[src/rtl/core/cvu_pkg.sv]
// ---------------------------------------------------------------------------
// cvu_pkg
// Shared types, constants and the CORDIC arctangent table of the camera view
// update block.
// ---------------------------------------------------------------------------
package cvu_pkg;

   localparam int CORDIC_ITERATIONS = 16;
   localparam int CORDIC_TBL_LEN    = 24;
   localparam int CORDIC_STEPS      = (CORDIC_ITERATIONS > CORDIC_TBL_LEN) ?
                                      CORDIC_TBL_LEN : CORDIC_ITERATIONS;
   localparam int CORDIC_CNT_W      = $clog2(CORDIC_STEPS);

   localparam logic signed [33:0] CORDIC_GAIN_Q30 = 34'sd652032874;

   localparam int CSR_IDX_W = 2;
   localparam logic [CSR_IDX_W-1:0] CSR_SPEED   = 2'd0;
   localparam logic [CSR_IDX_W-1:0] CSR_START_X = 2'd1;
   localparam logic [CSR_IDX_W-1:0] CSR_START_Y = 2'd2;
   localparam logic [CSR_IDX_W-1:0] CSR_START_Z = 2'd3;

   localparam logic [15:0] SPEED_RESET = 16'd256;

   typedef struct packed {
      logic        [15:0] delta_time;
      logic signed [15:0] dir_x;
      logic signed [15:0] dir_y;
      logic signed [15:0] dir_z;
      logic signed [15:0] pitch_step;
      logic signed [15:0] yaw_step;
   } req_word_type;

   typedef struct packed {
      logic signed [15:0] m00;
      logic signed [15:0] m01;
      logic signed [15:0] m02;
      logic signed [31:0] tx;
      logic signed [15:0] m10;
      logic signed [15:0] m11;
      logic signed [15:0] m12;
      logic signed [31:0] ty;
      logic signed [15:0] m20;
      logic signed [15:0] m21;
      logic signed [15:0] m22;
      logic signed [31:0] tz;
   } rsp_word_type;

   typedef struct packed {
      logic        start;
      logic [15:0] angle;
   } cordic_req_type;

   typedef struct packed {
      logic               done;
      logic signed [15:0] sine;
      logic signed [15:0] cosine;
   } cordic_rsp_type;

   // Arctangent of 2^-i in 32-bit turns.
   function automatic logic signed [32:0] cordic_atan(input logic [4:0] idx);
      logic signed [32:0] v;
      unique case (idx)
         5'd0:  v = 33'sd536870912;
         5'd1:  v = 33'sd316933406;
         5'd2:  v = 33'sd167458907;
         5'd3:  v = 33'sd85004760;
         5'd4:  v = 33'sd42667331;
         5'd5:  v = 33'sd21354465;
         5'd6:  v = 33'sd10679838;
         5'd7:  v = 33'sd5340245;
         5'd8:  v = 33'sd2670163;
         5'd9:  v = 33'sd1335087;
         5'd10: v = 33'sd667544;
         5'd11: v = 33'sd333772;
         5'd12: v = 33'sd166886;
         5'd13: v = 33'sd83443;
         5'd14: v = 33'sd41722;
         5'd15: v = 33'sd20861;
         5'd16: v = 33'sd10430;
         5'd17: v = 33'sd5215;
         5'd18: v = 33'sd2608;
         5'd19: v = 33'sd1304;
         5'd20: v = 33'sd652;
         5'd21: v = 33'sd326;
         5'd22: v = 33'sd163;
         5'd23: v = 33'sd81;
         default: v = 33'sd0;
      endcase
      return v;
   endfunction

endpackage

[src/rtl/core/cvu_req_if.sv]
// ---------------------------------------------------------------------------
// cvu_req_if
// Valid/ready channel carrying one camera update request word.
// ---------------------------------------------------------------------------
interface cvu_req_if
   import cvu_pkg::*;
();
   logic         valid;
   logic         ready;
   req_word_type word;

   modport source (output valid, output word, input ready);
   modport sink   (input valid, input word, output ready);
endinterface

[src/rtl/core/cvu_rsp_if.sv]
// ---------------------------------------------------------------------------
// cvu_rsp_if
// Valid/ready channel carrying one view matrix word.
// ---------------------------------------------------------------------------
interface cvu_rsp_if
   import cvu_pkg::*;
();
   logic         valid;
   logic         ready;
   rsp_word_type word;

   modport source (output valid, output word, input ready);
   modport sink   (input valid, input word, output ready);
endinterface

[src/rtl/core/cvu_cordic.sv]
// ---------------------------------------------------------------------------
// cvu_cordic
// Iterative rotation-mode CORDIC giving sine and cosine of a 16-bit binary
// angle in Q1.14, one micro-rotation per cycle.
// ---------------------------------------------------------------------------
module cvu_cordic
   import cvu_pkg::*;
(
   input  logic           clock,
   input  logic           reset,
   input  cordic_req_type req,
   output cordic_rsp_type rsp
);

   localparam logic signed [32:0] QUARTER = 33'sd1073741824;
   localparam logic signed [32:0] HALF    = 33'sd2147483648;

   logic                     busy_ff, busy_in;
   logic                     fin_ff, fin_in;
   logic                     flip_ff, flip_in;
   logic [CORDIC_CNT_W-1:0]  cnt_ff, cnt_in;
   logic signed [33:0]       x_ff, x_in, y_ff, y_in;
   logic signed [32:0]       z_ff, z_in;
   logic signed [32:0]       z_start;
   logic signed [33:0]       sh_x, sh_y;
   logic signed [32:0]       at;
   logic signed [15:0]       cos_q, sin_q;

   function automatic logic signed [15:0] q30_to_q14(input logic signed [33:0] v);
      logic signed [33:0] t;
      t = (v + 34'sd32768) >>> 16;
      if (t > 34'sd16384) begin
         return 16'sd16384;
      end
      if (t < -34'sd16384) begin
         return -16'sd16384;
      end
      return 16'(t);
   endfunction

   assign z_start = {req.angle[15], req.angle, 16'h0000};
   assign sh_x    = x_ff >>> cnt_ff;
   assign sh_y    = y_ff >>> cnt_ff;
   assign at      = cordic_atan(5'(cnt_ff));

   always_comb begin
      busy_in = busy_ff;
      fin_in  = 1'b0;
      flip_in = flip_ff;
      cnt_in  = cnt_ff;
      x_in    = x_ff;
      y_in    = y_ff;
      z_in    = z_ff;
      if (req.start) begin
         // Fold into a quarter turn either side of zero; the half-turn shift
         // is undone by negating both results.
         busy_in = 1'b1;
         cnt_in  = '0;
         x_in    = CORDIC_GAIN_Q30;
         y_in    = 34'sd0;
         if (z_start > QUARTER) begin
            z_in    = z_start - HALF;
            flip_in = 1'b1;
         end else if (z_start < -QUARTER) begin
            z_in    = z_start + HALF;
            flip_in = 1'b1;
         end else begin
            z_in    = z_start;
            flip_in = 1'b0;
         end
      end else if (busy_ff) begin
         if (!z_ff[32]) begin
            x_in = x_ff - sh_y;
            y_in = y_ff + sh_x;
            z_in = z_ff - at;
         end else begin
            x_in = x_ff + sh_y;
            y_in = y_ff - sh_x;
            z_in = z_ff + at;
         end
         if (cnt_ff == CORDIC_CNT_W'(CORDIC_STEPS - 1)) begin
            busy_in = 1'b0;
            fin_in  = 1'b1;
         end else begin
            cnt_in = cnt_ff + CORDIC_CNT_W'(1);
         end
      end
   end

   always_ff @(posedge clock) begin
      if (reset) begin
         busy_ff <= 1'b0;
         fin_ff  <= 1'b0;
      end else begin
         busy_ff <= busy_in;
         fin_ff  <= fin_in;
      end
   end

   always_ff @(posedge clock) begin
      flip_ff <= flip_in;
      cnt_ff  <= cnt_in;
      x_ff    <= x_in;
      y_ff    <= y_in;
      z_ff    <= z_in;
   end

   assign cos_q = q30_to_q14(x_ff);
   assign sin_q = q30_to_q14(y_ff);

   assign rsp.done   = fin_ff;
   assign rsp.cosine = flip_ff ? -cos_q : cos_q;
   assign rsp.sine   = flip_ff ? -sin_q : sin_q;

endmodule

[src/rtl/core/camera_view_update.sv]
// ---------------------------------------------------------------------------
// camera_view_update
// First-person camera: moves and turns the kept camera and emits its 3x4
// fixed-point view matrix.
// ---------------------------------------------------------------------------
// One request word is taken at a time; ready is high only while the block is
// idle, and a request that neither moves nor turns the camera produces no
// response word and returns to idle at once. A turn-only request runs two
// CORDIC passes, pitch then yaw, then the matrix products and the translation
// dot products on the shared 18x33 multiplier. A request that moves first
// runs the bit-serial square root and one restoring division per axis. The
// response word is held until taken. A write to a start register loads that
// position axis at once.
// ---------------------------------------------------------------------------
module camera_view_update
   import cvu_pkg::*;
(
   input  logic                 clock,
   input  logic                 reset,
   cvu_req_if.sink              req_ch,
   cvu_rsp_if.source            rsp_ch,
   input  logic                 csr_we,
   input  logic [CSR_IDX_W-1:0] csr_index,
   input  logic [31:0]          csr_wdata
);

   localparam logic [4:0] S_IDLE    = 5'd0;
   localparam logic [4:0] S_SQ_MUL  = 5'd1;
   localparam logic [4:0] S_SQ_ACC  = 5'd2;
   localparam logic [4:0] S_SC_MUL  = 5'd3;
   localparam logic [4:0] S_SC_ACC  = 5'd4;
   localparam logic [4:0] S_SQRT    = 5'd5;
   localparam logic [4:0] S_AX_MUL  = 5'd6;
   localparam logic [4:0] S_AX_LOAD = 5'd7;
   localparam logic [4:0] S_AX_DIV  = 5'd8;
   localparam logic [4:0] S_AX_UPD  = 5'd9;
   localparam logic [4:0] S_CP_GO   = 5'd10;
   localparam logic [4:0] S_CP_RUN  = 5'd11;
   localparam logic [4:0] S_CY_GO   = 5'd12;
   localparam logic [4:0] S_CY_RUN  = 5'd13;
   localparam logic [4:0] S_PR_MUL  = 5'd14;
   localparam logic [4:0] S_PR_ACC  = 5'd15;
   localparam logic [4:0] S_TR_MUL  = 5'd16;
   localparam logic [4:0] S_TR_ACC  = 5'd17;
   localparam logic [4:0] S_TR_END  = 5'd18;
   localparam logic [4:0] S_OUT     = 5'd19;

   localparam logic [5:0] SQRT_LAST = 6'd23;
   localparam logic [5:0] DIV_LAST  = 6'd47;
   localparam logic [1:0] AX_LAST   = 2'd2;

   logic [4:0]         state_ff, state_in;
   logic [1:0]         ax_ff, ax_in, row_ff, row_in;
   logic [5:0]         cnt_ff, cnt_in;
   logic [15:0]        speed_ff, speed_in;
   logic [15:0]        pitch_ff, pitch_in, yaw_ff, yaw_in;
   logic signed [31:0] pos_ff [3];
   logic signed [31:0] pos_in [3];
   logic [15:0]        dt_ff, dt_in;
   logic signed [15:0] dir_ff [3];
   logic signed [15:0] dir_in [3];
   logic [31:0]        sq_ff, sq_in, scale_ff, scale_in;
   logic [47:0]        rem_ff, rem_in, root_ff, root_in;
   logic [23:0]        drem_ff, drem_in;
   logic [47:0]        dquo_ff, dquo_in;
   logic signed [50:0] prod_ff, prod_in;
   logic signed [15:0] sp_ff, sp_in, cp_ff, cp_in, sy_ff, sy_in, cy_ff, cy_in;
   logic signed [15:0] rowm_ff [9];
   logic signed [15:0] rowm_in [9];
   logic signed [48:0] acc_ff, acc_in;
   logic signed [31:0] t_ff [3];
   logic signed [31:0] t_in [3];

   logic signed [17:0] mul_a;
   logic signed [32:0] mul_b;
   logic signed [16:0] dext, absd;
   logic signed [15:0] opa, opb;
   logic [3:0]         ridx;
   logic [47:0]        bitv, trial;
   logic [24:0]        dsh;
   logic signed [49:0] magx, psum, tv;
   logic signed [50:0] pv;
   logic               req_acc;

   cordic_req_type     cor_req;
   cordic_rsp_type     cor_rsp;

   function automatic logic signed [31:0] sat32(input logic signed [49:0] v);
      if (v > 50'sd2147483647) begin
         return 32'sh7fffffff;
      end
      if (v < -50'sd2147483648) begin
         return 32'sh80000000;
      end
      return 32'(v);
   endfunction

   cvu_cordic u_cordic (
      .clock (clock),
      .reset (reset),
      .req   (cor_req),
      .rsp   (cor_rsp)
   );

   assign cor_req.start = (state_ff == S_CP_GO) || (state_ff == S_CY_GO);
   assign cor_req.angle = (state_ff == S_CY_GO) ? yaw_ff : pitch_ff;

   assign req_ch.ready = (state_ff == S_IDLE);
   assign rsp_ch.valid = (state_ff == S_OUT);
   assign req_acc      = req_ch.valid && req_ch.ready;

   assign dext = 17'(dir_ff[ax_ff]);
   assign absd = dext[16] ? -dext : dext;
   assign ridx = 4'(row_ff) * 4'd3 + 4'(ax_ff);

   always_comb begin
      unique case (cnt_ff[1:0])
         2'd0: begin opa = sy_ff; opb = sp_ff; end
         2'd1: begin opa = cy_ff; opb = sp_ff; end
         2'd2: begin opa = sy_ff; opb = cp_ff; end
         2'd3: begin opa = cp_ff; opb = cy_ff; end
         default: begin opa = sy_ff; opb = sp_ff; end
      endcase
   end

   // The one multiplier, shared by every product of the sequence.
   always_comb begin
      mul_a = 18'sd0;
      mul_b = 33'sd0;
      unique case (state_ff)
         S_SQ_MUL: begin
            mul_a = 18'(dir_ff[ax_ff]);
            mul_b = 33'(dir_ff[ax_ff]);
         end
         S_SC_MUL: begin
            mul_a = {2'b00, dt_ff};
            mul_b = {17'd0, speed_ff};
         end
         S_AX_MUL: begin
            mul_a = {1'b0, absd};
            mul_b = {1'b0, scale_ff};
         end
         S_PR_MUL: begin
            mul_a = 18'(opa);
            mul_b = 33'(opb);
         end
         S_TR_MUL: begin
            mul_a = 18'(rowm_ff[ridx]);
            mul_b = 33'(pos_ff[ax_ff]);
         end
         default: begin
            mul_a = 18'sd0;
            mul_b = 33'sd0;
         end
      endcase
   end

   assign prod_in = 51'(mul_a) * 51'(mul_b);

   assign bitv  = 48'd1 << (6'd46 - {cnt_ff[4:0], 1'b0});
   assign trial = root_ff + bitv;
   assign dsh   = {drem_ff, dquo_ff[47]};
   assign magx  = signed'({2'b00, dquo_ff});
   assign psum  = 50'(pos_ff[ax_ff]) + (dir_ff[ax_ff][15] ? -magx : magx);
   assign tv    = (50'sd8192 - 50'(acc_ff)) >>> 14;
   assign pv    = (prod_ff + 51'sd8192) >>> 14;

   always_comb begin
      state_in = state_ff;
      ax_in    = ax_ff;
      row_in   = row_ff;
      cnt_in   = cnt_ff;
      speed_in = speed_ff;
      pitch_in = pitch_ff;
      yaw_in   = yaw_ff;
      pos_in   = pos_ff;
      dt_in    = dt_ff;
      dir_in   = dir_ff;
      sq_in    = sq_ff;
      scale_in = scale_ff;
      rem_in   = rem_ff;
      root_in  = root_ff;
      drem_in  = drem_ff;
      dquo_in  = dquo_ff;
      sp_in    = sp_ff;
      cp_in    = cp_ff;
      sy_in    = sy_ff;
      cy_in    = cy_ff;
      rowm_in  = rowm_ff;
      acc_in   = acc_ff;
      t_in     = t_ff;

      unique case (state_ff)
         S_IDLE: begin
            if (req_acc) begin
               dt_in     = req_ch.word.delta_time;
               dir_in[0] = req_ch.word.dir_x;
               dir_in[1] = req_ch.word.dir_y;
               dir_in[2] = req_ch.word.dir_z;
               pitch_in  = pitch_ff + req_ch.word.pitch_step;
               yaw_in    = yaw_ff + req_ch.word.yaw_step;
               ax_in     = 2'd0;
               sq_in     = 32'd0;
               if ((req_ch.word.dir_x != 16'sd0) || (req_ch.word.dir_y != 16'sd0) ||
                   (req_ch.word.dir_z != 16'sd0)) begin
                  state_in = S_SQ_MUL;
               end else if ((req_ch.word.pitch_step != 16'sd0) ||
                            (req_ch.word.yaw_step != 16'sd0)) begin
                  state_in = S_CP_GO;
               end
            end
         end
         S_SQ_MUL: state_in = S_SQ_ACC;
         S_SQ_ACC: begin
            sq_in = sq_ff + prod_ff[31:0];
            if (ax_ff == AX_LAST) begin
               ax_in    = 2'd0;
               state_in = S_SC_MUL;
            end else begin
               ax_in    = ax_ff + 2'd1;
               state_in = S_SQ_MUL;
            end
         end
         S_SC_MUL: state_in = S_SC_ACC;
         S_SC_ACC: begin
            scale_in = prod_ff[31:0];
            rem_in   = {sq_ff, 16'h0000};
            root_in  = 48'd0;
            cnt_in   = 6'd0;
            state_in = S_SQRT;
         end
         S_SQRT: begin
            if (rem_ff >= trial) begin
               rem_in  = rem_ff - trial;
               root_in = (root_ff >> 1) + bitv;
            end else begin
               root_in = root_ff >> 1;
            end
            if (cnt_ff == SQRT_LAST) begin
               state_in = S_AX_MUL;
            end else begin
               cnt_in = cnt_ff + 6'd1;
            end
         end
         S_AX_MUL: state_in = S_AX_LOAD;
         S_AX_LOAD: begin
            dquo_in  = prod_ff[47:0];
            drem_in  = 24'd0;
            cnt_in   = 6'd0;
            state_in = S_AX_DIV;
         end
         S_AX_DIV: begin
            // Restoring division by the direction length, one quotient bit a cycle.
            if (dsh >= {1'b0, root_ff[23:0]}) begin
               drem_in = 24'(dsh - {1'b0, root_ff[23:0]});
               dquo_in = {dquo_ff[46:0], 1'b1};
            end else begin
               drem_in = dsh[23:0];
               dquo_in = {dquo_ff[46:0], 1'b0};
            end
            if (cnt_ff == DIV_LAST) begin
               state_in = S_AX_UPD;
            end else begin
               cnt_in = cnt_ff + 6'd1;
            end
         end
         S_AX_UPD: begin
            pos_in[ax_ff] = sat32(psum);
            if (ax_ff == AX_LAST) begin
               ax_in    = 2'd0;
               state_in = S_CP_GO;
            end else begin
               ax_in    = ax_ff + 2'd1;
               state_in = S_AX_MUL;
            end
         end
         S_CP_GO: state_in = S_CP_RUN;
         S_CP_RUN: begin
            if (cor_rsp.done) begin
               sp_in    = cor_rsp.sine;
               cp_in    = cor_rsp.cosine;
               state_in = S_CY_GO;
            end
         end
         S_CY_GO: state_in = S_CY_RUN;
         S_CY_RUN: begin
            if (cor_rsp.done) begin
               sy_in      = cor_rsp.sine;
               cy_in      = cor_rsp.cosine;
               rowm_in[0] = cor_rsp.cosine;
               rowm_in[1] = 16'sd0;
               rowm_in[2] = -cor_rsp.sine;
               rowm_in[4] = cp_ff;
               rowm_in[7] = -sp_ff;
               cnt_in     = 6'd0;
               state_in   = S_PR_MUL;
            end
         end
         S_PR_MUL: state_in = S_PR_ACC;
         S_PR_ACC: begin
            unique case (cnt_ff[1:0])
               2'd0: rowm_in[3] = 16'(pv);
               2'd1: rowm_in[5] = 16'(pv);
               2'd2: rowm_in[6] = 16'(pv);
               2'd3: rowm_in[8] = 16'(pv);
               default: rowm_in[3] = 16'(pv);
            endcase
            if (cnt_ff[1:0] == 2'd3) begin
               row_in   = 2'd0;
               ax_in    = 2'd0;
               acc_in   = 49'sd0;
               state_in = S_TR_MUL;
            end else begin
               cnt_in   = cnt_ff + 6'd1;
               state_in = S_PR_MUL;
            end
         end
         S_TR_MUL: state_in = S_TR_ACC;
         S_TR_ACC: begin
            acc_in = acc_ff + 49'(prod_ff);
            if (ax_ff == AX_LAST) begin
               state_in = S_TR_END;
            end else begin
               ax_in    = ax_ff + 2'd1;
               state_in = S_TR_MUL;
            end
         end
         S_TR_END: begin
            t_in[row_ff] = sat32(tv);
            ax_in        = 2'd0;
            acc_in       = 49'sd0;
            if (row_ff == AX_LAST) begin
               state_in = S_OUT;
            end else begin
               row_in   = row_ff + 2'd1;
               state_in = S_TR_MUL;
            end
         end
         S_OUT: begin
            if (rsp_ch.ready) begin
               state_in = S_IDLE;
            end
         end
         default: state_in = S_IDLE;
      endcase

      // Register writes must arrive only while idle, so they never race the sequence; the block does not enforce it.
      if (csr_we) begin
         unique case (csr_index)
            CSR_SPEED:   speed_in  = csr_wdata[15:0];
            CSR_START_X: pos_in[0] = signed'(csr_wdata);
            CSR_START_Y: pos_in[1] = signed'(csr_wdata);
            CSR_START_Z: pos_in[2] = signed'(csr_wdata);
            default:     speed_in  = speed_ff;
         endcase
      end
   end

   always_ff @(posedge clock) begin
      if (reset) begin
         state_ff <= S_IDLE;
         speed_ff <= SPEED_RESET;
         pitch_ff <= 16'd0;
         yaw_ff   <= 16'd0;
         pos_ff   <= '{default: 32'sd0};
      end else begin
         state_ff <= state_in;
         speed_ff <= speed_in;
         pitch_ff <= pitch_in;
         yaw_ff   <= yaw_in;
         pos_ff   <= pos_in;
      end
   end

   always_ff @(posedge clock) begin
      ax_ff    <= ax_in;
      row_ff   <= row_in;
      cnt_ff   <= cnt_in;
      dt_ff    <= dt_in;
      dir_ff   <= dir_in;
      sq_ff    <= sq_in;
      scale_ff <= scale_in;
      rem_ff   <= rem_in;
      root_ff  <= root_in;
      drem_ff  <= drem_in;
      dquo_ff  <= dquo_in;
      prod_ff  <= prod_in;
      sp_ff    <= sp_in;
      cp_ff    <= cp_in;
      sy_ff    <= sy_in;
      cy_ff    <= cy_in;
      rowm_ff  <= rowm_in;
      acc_ff   <= acc_in;
      t_ff     <= t_in;
   end

   assign rsp_ch.word.m00 = rowm_ff[0];
   assign rsp_ch.word.m01 = rowm_ff[1];
   assign rsp_ch.word.m02 = rowm_ff[2];
   assign rsp_ch.word.tx  = t_ff[0];
   assign rsp_ch.word.m10 = rowm_ff[3];
   assign rsp_ch.word.m11 = rowm_ff[4];
   assign rsp_ch.word.m12 = rowm_ff[5];
   assign rsp_ch.word.ty  = t_ff[1];
   assign rsp_ch.word.m20 = rowm_ff[6];
   assign rsp_ch.word.m21 = rowm_ff[7];
   assign rsp_ch.word.m22 = rowm_ff[8];
   assign rsp_ch.word.tz  = t_ff[2];

   a_one_at_a_time: assert property (@(posedge clock) disable iff (reset)
      req_ch.ready |-> !rsp_ch.valid)
      else $error("request taken while a response word is pending");

   a_back_to_idle: assert property (@(posedge clock) disable iff (reset)
      (rsp_ch.valid && rsp_ch.ready) |=> req_ch.ready)
      else $error("block not idle after its response word was taken");

   a_unused_zero: assert property (@(posedge clock) disable iff (reset)
      rsp_ch.valid |-> (rsp_ch.word.m01 == 16'sd0))
      else $error("unused matrix entry is not zero");

   a_divisor: assert property (@(posedge clock) disable iff (reset)
      (state_ff == S_AX_DIV) |-> (root_ff[23:0] != 24'd0))
      else $error("division by a zero direction length");

endmodule

[src/flat_wrapper.sv]
// flat-port wrapper written by rule: the top's interface ports become plain ports
module camera_view_update_flat import cvu_pkg::*;
  (clock, reset, csr_we, csr_index, csr_wdata, req_ch_valid, req_ch_word, req_ch_ready, rsp_ch_valid, rsp_ch_word, rsp_ch_ready);
  cvu_req_if req_ch_i ();
  cvu_rsp_if rsp_ch_i ();
  input  logic clock;
  input  logic reset;
  input  logic csr_we;
  input  logic [CSR_IDX_W-1:0] csr_index;
  input  logic [31:0] csr_wdata;
  input wire logic [$bits(req_ch_i.valid)-1:0] req_ch_valid;
  input wire logic [$bits(req_ch_i.word)-1:0] req_ch_word;
  output wire logic [$bits(req_ch_i.ready)-1:0] req_ch_ready;
  output wire logic [$bits(rsp_ch_i.valid)-1:0] rsp_ch_valid;
  output wire logic [$bits(rsp_ch_i.word)-1:0] rsp_ch_word;
  input wire logic [$bits(rsp_ch_i.ready)-1:0] rsp_ch_ready;
  assign req_ch_i.valid = req_ch_valid;
  assign req_ch_i.word = req_ch_word;
  assign req_ch_ready = req_ch_i.ready;
  assign rsp_ch_valid = rsp_ch_i.valid;
  assign rsp_ch_word = rsp_ch_i.word;
  assign rsp_ch_i.ready = rsp_ch_ready;
  camera_view_update u_core (.clock(clock), .reset(reset), .req_ch(req_ch_i), .rsp_ch(rsp_ch_i), .csr_we(csr_we), .csr_index(csr_index), .csr_wdata(csr_wdata));
endmodule
[config.mk]
export PLATFORM = sky130hd
export DESIGN_NAME = camera_view_update_flat
export DESIGN_NICKNAME = d
export VERILOG_FILES = /design/src/rtl/core/cvu_pkg.sv /design/src/rtl/core/cvu_req_if.sv /design/src/rtl/core/cvu_rsp_if.sv /design/src/rtl/core/cvu_cordic.sv /design/src/rtl/core/camera_view_update.sv /design/src/flat_wrapper.sv
export SDC_FILE = /design/constraint.sdc
export NUM_CORES = 2
export LEC_CHECK = 0
export ABC_AREA = 0
export BUFFER_PORTS_ARGS = -buffer_cell sky130_fd_sc_hd__clkbuf_2
export CORE_MARGIN = 5
export CORE_UTILIZATION = 50
export CTS_CLUSTER_DIAMETER = 50
export CTS_CLUSTER_SIZE = 16
export DETAILED_ROUTE_END_ITERATION = 12
export PLACE_DENSITY_LB_ADDON = 0.12
export SYNTH_ARGS = -nofsm -noshare
export SYNTH_HDL_FRONTEND = slang
export SYNTH_HIERARCHICAL = 1
export SYNTH_SLANG_ARGS = --single-unit
[constraint.sdc]
create_clock -name clock -period 18.48 [get_ports clock]
set_input_delay 2.772 -clock clock [delete_from_list [all_inputs] [get_ports clock]]
set_output_delay 2.772 -clock clock [all_outputs]
set_load 0.1 [all_outputs]
==> run summary <==
The logs give 5.67 ns for the register-to-register path setup slack and 0 for the post-cts gate resize count. The clock tree synthesis step divided the H-tree into 4 levels. The share of the cycle needed by the critical path after routing came out at 0.693. The switching share of total power is 0.504. The pre-antenna-repair detailed-routing pass consisted of 6 iterations.

Relative contribution of sequential cells to total power: 0.199. On the worst path, the slowest cell contributes a delay of 0.98 ns. Relative to the synthesized area, the layout overhead comes to 10.2%. The utilization after layout came out at 0.552. After the first detailed-routing iteration, the DRC count stood at 7844.

The type of element launching the critical path was a flop. The min-delay analysis places its worst path in the category flop to flop. After clock tree synthesis, the clock-pin slew on the worst setup and hold paths is 0.07 ns.

For the combinational group share of total power, the log shows 0.645. The area share of the largest cell type after synthesis was 0.225. After detailed routing, the number of remaining DRC violations is 0.

The top-level I/O count is 377, and the initial antenna violation count is 33. The critical path in this run is classified as flop to flop. The worst hold path passes through 2 cells.

The tools report the fill cell instance count of the final layout as 16100. The global-route usage over all layers is 0.326, and the port buffer count is 360. Summed over all instances, the cell type with the most area after synthesis is sky130_fd_sc_hd__edfxtp_1. The clock share of power was 0.155.

The final period demand of the worst path is 12.81 ns. Largest fanout on the critical path: 56. Static timing analysis puts the maximum clock frequency at 0.0781 GHz. The number of placed instances, taps included was 12200; the clock skew was 0.0410 ns.

Synthesis produced a netlist whose cell count is 9843. No sink is reached through more buffers than the 3 on the longest clock path. The number of global-route vias before repair is 74600, and the synthesized area divided by synthesized cell count is 8.94 µm².

The congestion estimate from routability-driven global placement came to 1.02. After synthesis the netlist holds a flip-flop and latch count of 962. The proportion of synthesized flip-flops having asynchronous set or reset was 0; the sequential fraction of the synthesis area was 0.294. Clock tree synthesis selected as its root buffer the cell sky130_fd_sc_hd__clkbuf_16. The logs give 0 for the final count of pins violating max slew and 6 for the count of warnings emitted by yosys. Data on the critical path arrives at its endpoint at 13.52 ns.

Sorting the synthesized cells by area gives the leading types as sky130_fd_sc_hd__edfxtp_1, sky130_fd_sc_hd__fa_1, sky130_fd_sc_hd__ha_1. The final count of negative-setup-slack endpoints came out at 0. The worst path meets setup with 5.67 ns of slack. For the final routed database, the setup TNS stands at 0 ns. After routing the design area is 97000 µm². The hold path endpoint is u_core/speed_ff[15]. Critical path endpoint category: a flop. Among the stages of the critical path, the cell type that occurs most often is sky130_fd_sc_hd__fa_1. The run gives 185000 µm² as the floorplan die area. The total net switching power came out at 8.76 mW. At the end of the flow, the number of nets in the layout was 11300. The run gives 176000 µm² as the floorplan core area. The die is 430 µm wide. The cell area that synthesis handed to floorplanning was 88000 µm².

The number of cells on the worst reg-to-reg path is 36. The first global-routing pass estimated 463 mm of wire. The largest individual stage delay along the critical path comes from the cell sky130_fd_sc_hd__edfxtp_1. The number of clock buffers added by TritonCTS is 133. Summing all placed instances gives a cell area of 92200 µm².

The ratio of total power to cell area is 179 nW/µm², and the post-route antenna net violation count is 0. Clock latency on the worst-skew pair: 0.81 ns. The worst hold path startpoint is u_core/speed_ff[15]. Detailed placement ended at an HPWL of 237 mm.

The starting density of the core is 0.501, and the wire length per cell after detailed routing is 24.8 µm. In the post-synthesis netlist, the cell with the most instances is sky130_fd_sc_hd__nand2_1. Data on the critical path is required at its endpoint by 19.19 ns.

Cell internal power was estimated by the tool at 8.63 mW. Registers take 25900 µm². TritonCTS built the clock tree. The logs give 0 for the count of endpoints failing hold in the final timing report and 76900 for the number of vias in the routed layout. The most used flip-flop cell after synthesis was sky130_fd_sc_hd__edfxtp_1. Number of flops mapped to enable cells by yosys: 660. The finished layout holds 12500 standard cells, fillers aside. The startpoint identified for the worst register-to-register timing path is u_core/ax_ff[1]. The post-place setup slack is 5.96 ns, and the detail-routed via count per cell is 6.15.

Row generation in the floorplan step produced 154 rows. The worst register-to-register path ends at u_core/prod_ff[38]. The number of max-cap violations is 0, and the number of buffers added for setup after CTS is 0. For this block, the routed nets add up to 310 mm of wire. The total clock sinks is 962. Entering global routing, the biggest net connects 84 pins.

Ratio of cells with drive above 1 in the final layout: 0.103. VDD sags by at most 0.159 mV. Yosys mapped the design onto 115 distinct sky130hd cell types. Setup repair after global routing left no endpoint under its margin.

The chip height is 430 µm. The design draws 17.4 mW. The area of the multi-input gates is 57100 µm². The static leakage power was 40.7 nW; the relative slew slack was 0.0360. The transition time at the pin with the least slew margin works out to 1.43 ns. The tools report the residual overflow from global routing as 0. On the final layout, the worst hold slack is 0.461 ns.

The number of buffers inserted by hold repair at cts came out at 0. The run finished with clean final reports. The commonest cells after synthesis are sky130_fd_sc_hd__nand2_1, sky130_fd_sc_hd__nor2_1, sky130_fd_sc_hd__inv_1.
-- cells in the final DEF, fill, tap and decap left out, drive strengths merged, types with 69 or more instances in the layout --
cell type,instances
xor2,259
nor3,176
nor2b,104
ha,535
or3,87
clkbuf,500
o21bai,71
nor2,925
o21ai,510
nand4,82
a21oi,626
mux4,69
nand2b,76
a211oi,101
a21o,186
buf,162
xnor2,377
mux2,71
inv,924
edfxtp,660
fa,567
mux2i,123
o21a,72
dfxtp,302
and3,88
nand2,1226
a22oi,87
nand3,155
a31oi,115
-- kinds of logic (layout without fill, tap and decap cells) --
| kind of cell | after synthesis | in the layout | share of synthesized area |
|---|---|---|---|
| mux | 263 | 263 | 0.0413 |
| compound gates | 2259 | 2259 | 0.165 |
| other cells | 1 | 42 | 0.0000426 |
| buf+inv | 1377 | 1657 | 0.0617 |
| simple gates | 3242 | 3242 | 0.170 |
| xor+xnor | 636 | 636 | 0.0633 |
| fa+ha+maj | 1103 | 1103 | 0.205 |
| flops | 962 | 962 | 0.294 |
-- worst max path at each step --
| stage | cells after the start | end | from |
|---|---|---|---|
| finish | 36 | u_core/prod_ff[38] | u_core/ax_ff[1] |
| global route | 36 | u_core/prod_ff[45] | u_core/ax_ff[1] |
| CTS | 36 | u_core/prod_ff[38] | u_core/ax_ff[1] |
| detailed placement | 36 | u_core/prod_ff[38] | u_core/ax_ff[1] |
| global placement | 36 | u_core/prod_ff[38] | u_core/ax_ff[1] |
| floorplan | 39 | u_core/prod_ff[38] | u_core/ax_ff[1] |
-- worst max-delay path, delay by kind of cell, from the launching register on --
family	cells	cell delay (ns)
AO/OA/AOI/OAI	13	3.74
XOR/XNOR	1	0.13
buffers and inverters	10	2.66
flip-flops	1	0.98
adder cells (fa/ha/maj)	10	4.80
AND/OR/NAND/NOR	2	0.31
-- sequential cells by signal, indices dropped and copies added (netlist names), 6 cells and up --
name and count:
u_core/rsp_ch.word 223, u_core/pos_ff 96, u_core/acc_ff 49, u_core/prod_ff 49, u_core/dir_ff 48, u_core/dquo_ff 48
u_core/rem_ff 48, u_core/root_ff 48, u_core/u_cordic/x_ff 34, u_core/u_cordic/y_ff 34, u_core/u_cordic/z_ff 33, u_core/scale_ff 32
u_core/sq_ff 32, u_core/u_cordic/at 30, u_core/drem_ff 24, u_core/cp_ff 16, u_core/dt_ff 16, u_core/pitch_ff 16
u_core/sp_ff 16, u_core/speed_ff 16, u_core/sy_ff 16, u_core/yaw_ff 16, u_core/cnt_ff 6
-- power by group through the flow --
| stage | Clock, mW | Combinational [mW] | Sequential (mW) |
|---|---|---|---|
| after floorplan | 0 | 8.25 | 3.18 |
| after global placement | 0 | 10.8 | 3.48 |
| after detailed placement | 0 | 10.9 | 3.49 |
| after CTS | 2.75 | 11.0 | 3.45 |
| after global routing | 2.84 | 12.3 | 3.51 |
| final | 2.70 | 11.2 | 3.47 |
-- metal layers --
layer  part of all wire  track usage  routed length [µm]  vias up
li1                   -            -                   -    34900
met1               0.41        0.439              127000    37700
met2               0.43        0.496              135000     3598
met3              0.099       0.0719               30800      663
met4              0.058        0.165               17800        2
met5           0.000023            0                   7        -
-- final cells by class --
cell class	instances	share of cell area
multi-input cells	7519	0.588
well taps	2340	0.0302
inverters	891	0.0345
clock buffers	141	0.0354
flip-flops and latches	962	0.267
diodes	26	0.000671
clock inverters	104	0.0129
repair buffers	521	0.0311
(Power assumes the default switching activity.)
